<file path="config.mk">
export PLATFORM = sky130hd
export DESIGN_NAME = swbox_front
export DESIGN_NICKNAME = d
export VERILOG_FILES = /design/src/sv/swbox_pkg.sv /design/src/sv/swbox_front.sv
export SDC_FILE = /design/constraint.sdc
export NUM_CORES = 1
export LEC_CHECK = 0
export BUFFER_PORTS_ARGS = -buffer_cell sky130_fd_sc_hd__buf_2
export CAP_MARGIN = 20
export CORE_MARGIN = 2
export CORE_UTILIZATION = 39
export DETAILED_ROUTE_END_ITERATION = 8
export PLACE_DENSITY = 0.62
export SLEW_MARGIN = 20
export SYNTH_ARGS = -nofsm -noshare
export SYNTH_HDL_FRONTEND = slang
export SYNTH_SLANG_ARGS = --single-unit
</file>
<file path="constraint.sdc">
create_clock -name clk -period 38.7 [get_ports clk]
set_clock_uncertainty 0.1 [all_clocks]
set_input_delay 1.935 -clock clk [delete_from_list [all_inputs] [get_ports clk]]
set_output_delay 1.935 -clock clk [all_outputs]
set_load 0.02 [all_outputs]
</file>
<file path="src/sv/swbox_pkg.sv">
// Shared types and constants for the swept box obstacle clip block.
// No dependencies; imported by every module of the block.
package swbox_pkg;

  localparam int MAX_OBSTACLES = 64;
  localparam int IDX_W = (MAX_OBSTACLES > 1) ? $clog2(MAX_OBSTACLES) : 1;
  localparam int CNT_W = $clog2(MAX_OBSTACLES + 1);

  localparam int ENTRY_W = 6;
  localparam int COORD_W = 32;
  localparam int SIZE_W = 31;
  localparam int WIDE_W = 64;
  localparam int PROD_W = 2 * WIDE_W;
  localparam int HALF_W = WIDE_W / 2;
  localparam int DEADBAND_W = 16;
  localparam logic [DEADBAND_W-1:0] DEADBAND_RST = 16'd6;

  localparam int APB_ADDR_W = 3;
  localparam int APB_DATA_W = 32;
  localparam logic REG_DEADBAND = 1'b0;

  localparam logic [1:0] KIND_ADD = 2'd0;
  localparam logic [1:0] KIND_CLEAR = 2'd1;
  localparam logic [1:0] KIND_QUERY = 2'd2;

  localparam int SIDE_RIGHT = 0;
  localparam int SIDE_LEFT = 1;
  localparam int SIDE_BOTTOM = 2;
  localparam int SIDE_TOP = 3;

  typedef logic signed [WIDE_W-1:0] wide_t;

  typedef enum logic [1:0] {
    OP_ADD,
    OP_CLEAR,
    OP_QUERY,
    OP_NOP
  } op_t;

  // one queued request, start point already worked out
  typedef struct packed {
    op_t                       op;
    logic signed [COORD_W-1:0] pos_x;
    logic signed [COORD_W-1:0] pos_y;
    logic [SIZE_W-1:0]         size_w;
    logic [SIZE_W-1:0]         size_h;
    logic signed [COORD_W-1:0] move_x;
    logic signed [COORD_W-1:0] move_y;
    logic                      solid;
    logic signed [COORD_W:0]   start_x;
    logic signed [COORD_W:0]   start_y;
  } req_t;

  typedef struct packed {
    logic signed [COORD_W-1:0] x;
    logic signed [COORD_W-1:0] y;
    logic [SIZE_W-1:0]         w;
    logic [SIZE_W-1:0]         h;
    logic                      solid;
  } obstacle_t;

endpackage

</file>
<file path="src/sv/swbox_front.sv">
// Front end: decodes the request kind, computes the start point and holds
// a two-entry request queue for the back end. Depends on swbox_pkg.
module swbox_front import swbox_pkg::*; (
  input  logic                      clk,
  input  logic                      rst,
  input  logic                      in_valid,
  output logic                      in_stall,
  input  logic [1:0]                kind,
  input  logic signed [COORD_W-1:0] pos_x,
  input  logic signed [COORD_W-1:0] pos_y,
  input  logic [SIZE_W-1:0]         size_w,
  input  logic [SIZE_W-1:0]         size_h,
  input  logic signed [COORD_W-1:0] move_x,
  input  logic signed [COORD_W-1:0] move_y,
  input  logic                      solid,
  output logic                      q_valid,
  input  logic                      q_pop,
  output req_t                      q_item
);

  req_t       slots [2];
  logic       wr_ptr;
  logic       rd_ptr;
  logic [1:0] fill;
  req_t       req_in;
  logic       push;

  always_comb begin
    req_in = '0;
    case (kind)
      KIND_ADD:   req_in.op = OP_ADD;
      KIND_CLEAR: req_in.op = OP_CLEAR;
      KIND_QUERY: req_in.op = OP_QUERY;
      default:    req_in.op = OP_NOP;
    endcase
    req_in.pos_x = pos_x;
    req_in.pos_y = pos_y;
    req_in.size_w = size_w;
    req_in.size_h = size_h;
    req_in.move_x = move_x;
    req_in.move_y = move_y;
    req_in.solid = solid;
    req_in.start_x = (COORD_W+1)'(pos_x) - (COORD_W+1)'(move_x);
    req_in.start_y = (COORD_W+1)'(pos_y) - (COORD_W+1)'(move_y);
  end

  assign in_stall = (fill == 2'd2);
  assign push = in_valid && !in_stall;
  assign q_valid = (fill != 2'd0);
  assign q_item = slots[rd_ptr];

  always_ff @(posedge clk) begin
    if (push) begin
      slots[wr_ptr] <= req_in;
    end
  end

  always_ff @(posedge clk) begin
    if (rst) begin
      wr_ptr <= 1'b0;
      rd_ptr <= 1'b0;
      fill <= 2'd0;
    end else begin
      if (push) begin
        wr_ptr <= ~wr_ptr;
      end
      if (q_pop) begin
        rd_ptr <= ~rd_ptr;
      end
      fill <= fill + {1'b0, push} - {1'b0, q_pop};
    end
  end

endmodule

</file>
Word level (Yosys, flattened, before mapping)

Memory sizes are Yosys's and may differ from the RTL's. A register that Yosys moved wholly into a read port is not among the register bits.
Index checks and enable logic that the tools add are counted.

Register bits: 4
Latch bits: 0
Bits in writable memories: 518
Memory bits (read-only): 0
Input bits: 197
Output and inout port bits: 261
Word-level logic and storage cells: 22
Memories kept: 1

Add/subtract/negate cells: 4
$mul: 0
Divide/modulo/power cells: 0
Order comparisons: 0
Eq/ne operators: 3
Shifts and indexed selects: 0
Muxes and demuxes: 5
Bitwise operators: 2
Reduce and logical (&&, ||, !) cells: 4

Memories:

| name  | words | width | rd ports | clocked after Yosys merged registers in | wr ports | RTL line          | source |
|---|---|---|---|---|---|---|---|
| slots | 2     | 259   | 1        | 1                                       | 1        | swbox_front.sv:21 | `req_t slots [2];` |

Operator list:

| cell                                                                  | number |
|---|---|
| 32-bit by 32-bit subtractor with 33-bit output                        | 2 |
| 2-bit case mux with 3 select lines                                    | 1 |
| 2-bit equality test, second input constant                            | 2 |
| 1-bit 2-to-1 mux                                                      | 4 |
| 2-bit by 1-bit adder with 2-bit output                                | 1 |
| 2-bit by 1-bit equality test with 1-bit output, second input constant | 1 |
| 2-bit zero test                                                       | 1 |
| 1-bit inverter                                                        | 2 |
| 2-bit nonzero test                                                    | 1 |
| 2-bit by 1-bit subtractor with 2-bit output                           | 1 |
| 1-bit logical AND                                                     | 1 |
| 1-bit zero test                                                       | 1 |

Depth between registers and ports, before layout

Gate-level depths: netlist (run 1).

Depth in word-level cells: 5
Gate-level depth with buffers: 11
Mapped depth without buffers: 11

Worst setup path before layout (run 1)

No wires, ideal clock.

Kind: input to register
Start: in in_valid
End: mem slots[0][0] (netlist bit) (enable)
Library setup time: 0.883 ns
Data arrival time: 12.754 ns
Data required time: 37.717 ns
Slack: 24.963 ns
Cell stages on the path: 2
Path buffers: 0
Path through: nand2_1 -> nor2_1

Word-level cells in the longest chain between the ends: 3

Ends and longest elaborated chain:

| item                                   | RTL line          | source |
|---|---|---|
| from (decl)                            | swbox_front.sv:6  | `input logic in_valid,` |
| 1-bit logical AND                      | swbox_front.sv:48 | `assign push = in_valid && !in_stall;` |
| 1-bit 2-to-1 mux                       | swbox_front.sv:53 | `if (push) begin` |
| 1-bit 2-to-1 mux (implied by the code) | swbox_front.sv:54 | `slots[wr_ptr] <= req_in;` |
| to (decl)                              | swbox_front.sv:21 |  |

Every way passes these cells.

==> impl_metrics.ini, run 1 <==
[floorplan]
io_pins = 458
die_area_sq_um = 59300
start_util = 0.395
die_w_um = 244
rows = 87
dieHeight_um = 244
core-area_sq_um = 56600

[finish]
layout-drive-gt1-share = 0.433
register_area_sq_um = 15700
fillers = 4927
multi_input_area_sq_um = 6250
area_growth_pct = 22.8
finish.net_count = 2118

[sta]
max_freq_mhz = 169
hold_viol_final = 0
fin_tns_setup_ns = 0
finalCritPeriodShare = 0.153
fin_crit_ns = 5.92
drv_slew = 0
worst_pin_slew_ns = 1.07
fin_ws_ns = 32.78
max_slew_margin = 0.285
rsz0062_at_grt = false
setup_violations = 0

[drt]
wirelength_mm = 53.6
vias = 13300
drt_pass1_iterations = 4
drc = 0
final_antenna_net_count = 0
vias_per_cell = 5.00
detail_route.wl_per_cell_um = 20.2
drt_iter0_markers = 867

[cts]
postCtsSetupBuffers = 0
cts_tree = built
post_cts_resized = 0
cts_root_buffer = clkbuf_16
insertion_delay_ns = 0.58
path_clk_slew_ns = 0.06
cts.sink_count = 523
cts_buffer_depth = 3
h-tree-depth = 2
hold_buffers = 0
cts_buffers = 55

[setup_path]
critPathRequiredTime_ns = 36.67
timing.rr.start = fill[0]
critical_path_arrival_ns = 3.89
cp_max_fo = 69
path_cells = buf_4 > buf_4 > mux2_2 > buf_2
slowest_delay_ns = 0.88
worstSetupStartpointType = flip-flop
crit_type = reg2out
crit_top_cell = buf_4
critPathSlowestCell = dfxtp_4
worstSetupEndpointType = output pin

[power]
p_sw_uw = 474
pwr-share-seq = 0.458
combPwrFrac = 0.215
p_leak_uw = 0.0106
power.share.switching = 0.283
p_clk_frac = 0.328
p_int_uw = 1200
ir_worst_vdd_uv = 47.8
power_density_nw_per_um2 = 61.0

[logic_synthesis]
synth_top_cell_by_area = edfxtp_1
syn_area_per_cell_sq_um = 16.3
synth-seq-cells = 523
yosysWarnings = 0
netlist_area_sq_um = 22400
synth_ff_type = edfxtp_1
yosysSeqAreaShare = 0.700
syn_nets = 1637
ys_top_cells_by_area = edfxtp_1 (70%), mux2_2 (13%), ha_1 (3.7%), a21oi_1 (1.6%), xnor2_1 (1.5%)
synth-edff-count = 518
yosysMostFrequentCell = edfxtp_1
synthCells = 1372
synth_top_area_share = 0.695
synth_common_cells = edfxtp_1 (518), mux2_2 (259), inv_1 (85), a21oi_1 (71), ha_1 (66)
async_reset_ff_frac = 0
synthDistinctLibCells = 58

[global_routing]
grtUsageTotal = 0.176
grt_max_degree = 154
antenna_found_initial = 6
grt_pass1_wl_mm = 80.2
grt-ovfl-total = 0
grt_pass1_vias = 13500

[placed_design]
gp_congestion = 0.856
place_ws_ns = 33.34
port_buffers = 457
hpwl_mm = 38.1

[hold_path]
hp-class = reg2reg
min_from = rd_ptr

[flow_run]
timing.max_cap.violations = 0

[status]
status = complete, no violations
[cells in the final DEF (no fill, tap or decap), types with 5 or more instances in the layout]
| cell | count |
|---|---|
| a21o_1 | 33 |
| a21oi_1 | 71 |
| a31oi_1 | 6 |
| buf_2 | 457 |
| buf_4 | 7 |
| bufinv_16 | 10 |
| clkbuf_16 | 57 |
| clkinv_1 | 16 |
| clkinv_2 | 10 |
| diode_2 | 5 |
| edfxtp_1 | 518 |
| ha_1 | 66 |
| inv_1 | 85 |
| mux2_2 | 259 |
| nand2_1 | 46 |
| nand2b_1 | 8 |
| nand3_1 | 10 |
| nand4_1 | 6 |
| nor2_1 | 35 |
| nor2b_1 | 6 |
| nor3_1 | 5 |
| o21a_1 | 7 |
| o21ai_0 | 18 |
| o21ai_1 | 15 |
| o21bai_1 | 8 |
| o31ai_1 | 6 |
| xnor2_1 | 39 |
| xor2_1 | 24 |
[worst max-delay path, delay by kind of cell, from the launching register on]
family   cells  cell delay, ns
buf+inv      3            1.82
mux          1            0.42
flops        1            0.88
[stage by stage]
stage	utilization	cell area [sq um]	instances	total power (uW)	hold WS [ns]
after global routing	0.485	27500	2656	1740	0.460
after global placement	0.451	25500	2551	1140	0.397
after floorplan	-	22400	1372	1040	0.380
after detailed placement	0.452	25600	2552	1140	0.403
after CTS	0.485	27500	2655	1690	0.425
final	0.485	27500	2660	1670	0.422
[flip-flops by register name (all words and copies together), names as in the netlist, named ones only]
signal / count
rd_ptr: 1
wr_ptr: 1
fill: 2
slots: 518
[final cells by class]
type | instances | area share
diodes | 5 | 0.000455
multi-input cells | 722 | 0.227
inverters | 85 | 0.0116
repair buffers | 466 | 0.0869
clock inverters | 42 | 0.0167
well taps | 756 | 0.0344
flip-flops and latches | 523 | 0.570
clock buffers | 61 | 0.0525
[kinds of logic after synthesis]
family,after synthesis,synth area share
AO/OA/AOI/OAI,199,0.0574
XOR/XNOR,63,0.0247
adder cells (fa/ha/maj),68,0.0387
buffers and inverters,127,0.0218
flip-flops,523,0.700
multiplexers,260,0.131
AND/OR/NAND/NOR,132,0.0271
[power by group through the flow]
stage                     clock network [uW]  registers [uW]  logic [uW]
final                                    549             767         359
after global routing                     585             773         387
after CTS                                562             767         365
after detailed placement                   0             777         363
after global placement                     0             777         358
after floorplan                            0             799         239
[routing by layer]
metal,part of all wire,GRT usage,up-vias
met5,0.00086,0,-
met4,0.029,0.0617,8
met3,0.068,0.0370,92
met2,0.47,0.282,441
met1,0.43,0.238,6557
li1,-,-,6201
[path summary, 6_finish.rpt]
path	endpoint	slack, ns	cells after the start
setup / recovery	q_item[13]	32.78	4
hold / removal	flip-flop	0.42	2
setup reg to reg	slots[0][252]	35.15	6
hold reg to reg	flip-flop	0.42	2
(Power assumes the default switching activity.)
==> inputs of run 2 (changes only) <==
Settings changed: ABC_AREA set to 1.
Clock period 38.7 ns to 5.6 ns, I/O delays scaled along.
==> impl_metrics.ini, run 2 <==
[status]
status = complete, no violations

[cts]
cts_buffer_depth = 3
cts.sink_count = 523
postCtsSetupBuffers = 0
h-tree-depth = 2
cts_tree = built
path_clk_slew_ns = 0.06
cts_buffers = 54
insertion_delay_ns = 0.60
cts_root_buffer = clkbuf_16

[sta]
drv_slew = 0
fin_tns_setup_ns = 0
setup_violations = 0
worst_pin_slew_ns = 0.902
fin_crit_ns = 3.15
finalCritPeriodShare = 0.562
rsz0062_at_grt = false
fin_ws_ns = 2.45
max_slew_margin = 0.399
hold_viol_final = 0
max_freq_mhz = 317

[placed_design]
place_inst = 3175
gp_congestion = 0.900
hpwl_mm = 42.3
port_buffers = 457
place_ws_ns = 2.99
placed_cell_area_sq_um = 27300

[floorplan]
rows = 91
die_area_sq_um = 63700
start_util = 0.392
io_pins = 458
core-area_sq_um = 61400
dieHeight_um = 252
die_w_um = 252

[finish]
largest_register_ffs = 518
area_growth_pct = 28.3
finish.net_count = 2901
largest_registers = slots x518, fill x2
final_cell_mix = edfxtp_1 (518), nand2_1 (491), buf_2 (457)
final_cell_area_sq_um = 30900
register_area_sq_um = 15700
final_cells = 3466
regMostFlops = slots
fillers = 5388
finalCoreUtilization = 0.503
layout_commonest_cell = edfxtp_1
layout-drive-gt1-share = 0.309
multi_input_area_sq_um = 7010

[drt]
wirelength_mm = 59.2
drt_iter0_markers = 802
vias = 16200
detail_route.wl_per_cell_um = 17.1
drc = 0
drt_pass1_iterations = 7
final_antenna_net_count = 0
vias_per_cell = 4.67

[setup_path]
cp_max_fo = 119
critPathSlowestCell = dfxtp_4
slowest_delay_ns = 0.82
rr_worst_depth = 5
worstSetupEndpointType = output pin
worstSetupStartpointType = flip-flop
path_cells = buf_12 > mux2_2 > buf_2
critPathRequiredTime_ns = 5.22
timing.rr.start = fill[1]
crit_type = reg2out
critical_path_arrival_ns = 2.77

[global_routing]
met2_usage = 0.297
use_met1 = 0.242
grt-ovfl-total = 0
grtUsageTotal = 0.182
antenna_found_initial = 1
grt_pass1_wl_mm = 90.2
grt_max_degree = 120
top_usage_layer = met2
grt_util_met3 = 0.0420
grt_pass1_vias = 16400

[logic_synthesis]
syn_area_per_cell_sq_um = 12.3
yosysMostFrequentCell = edfxtp_1
synth_top_area_share = 0.646
synth-edff-count = 518
yosysWarnings = 0
synthCells = 1949
synth_top_cell_by_area = edfxtp_1
synth_common_cells = edfxtp_1 (518), nand2_1 (491), inv_1 (320), mux2_2 (259), nor2_1 (90)
async_reset_ff_frac = 0
synth-seq-cells = 523
syn_nets = 2214
ys_top_cells_by_area = edfxtp_1 (65%), mux2_2 (12%), nand2_1 (7.7%), inv_1 (5.0%), ha_1 (3.4%)
synth_ff_type = edfxtp_1
yosysSeqAreaShare = 0.651
netlist_area_sq_um = 24100
synthDistinctLibCells = 27

[power]
pwr-share-seq = 0.471
power_density_nw_per_um2 = 339
p_leak_uw = 0.0134
p_int_uw = 7540
power.share.switching = 0.279
ir_worst_vdd_uv = 245
combPwrFrac = 0.208
p_sw_uw = 2920
p_clk_frac = 0.321

[hold_path]
hold_depth = 4
min_from = in_valid
hp-class = in2reg

[flow_run]
timing.max_cap.violations = 0
==> run 2: worst max-delay path: cells and delay by family (launching register included) <==
family                 cells  cell delay [ns]
DFF                        1             0.82
buffers and inverters      2             0.59
muxes                      1             0.43
==> run 2: power groups by stage <==
stage / Clock [uW] / Combinational (uW) / Sequential (uW)
after floorplan: 0 / 1380 / 5050
after global placement: 0 / 2060 / 5000
after detailed placement: 0 / 2080 / 5010
after CTS: 3450 / 2200 / 4930
after global routing: 3590 / 2370 / 4960
final: 3350 / 2180 / 4930
==> run 2: worst paths after layout <==
check / slack [ns] / endpoint
worst max-delay path: 2.45 / q_item[141]
worst min-delay path: 0.24 / wr_ptr
worst max register to register: 3.01 / slots[0][202]
worst min register to register: 0.43 / flip-flop
==> run 2: final cells by class <==
| type | count | share of cell area |
|---|---|---|
| well taps | 790 | 0.0320 |
| multi-input cells | 1074 | 0.227 |
| clock buffers | 68 | 0.0455 |
| clock inverters | 27 | 0.00730 |
| flip-flops and latches | 523 | 0.507 |
| inverters | 320 | 0.0389 |
| repair buffers | 663 | 0.142 |
| diodes | 1 | 0.0000811 |
==> run 2: cell families after synthesis <==
kind of cell | Yosys count | synth area share
multiplexers | 259 | 0.121
AO/OA/AOI/OAI | 46 | 0.0101
flip-flops | 523 | 0.651
XOR/XNOR | 32 | 0.0116
AND/OR/NAND/NOR | 669 | 0.112
adder cells (fa/ha/maj) | 68 | 0.0360
buffers and inverters | 352 | 0.0588
==> run 2: through the flow <==
step | total power, uW | hold WS, ns
global route | 10900 | 0.276
floorplan | 6430 | 0.251
finish | 10500 | 0.236
CTS | 10600 | 0.203
detailed placement | 7090 | 0.372
global placement | 7060 | 0.369
==> run 2: metal layers <==
metal	vias to the layer above	wire [um]
li1	7930	-
met5	-	0
met4	0	1420
met2	484	27600
met1	7680	26100
met3	86	4120
==> run 2: what timing repair did <==
item | in CTS | in global routing
hold buffers | 195 | 0
gates resized for setup | 0 | 0
hold endpoints to repair | 393 | 0
endpoints found under the setup margin | 0 | 0
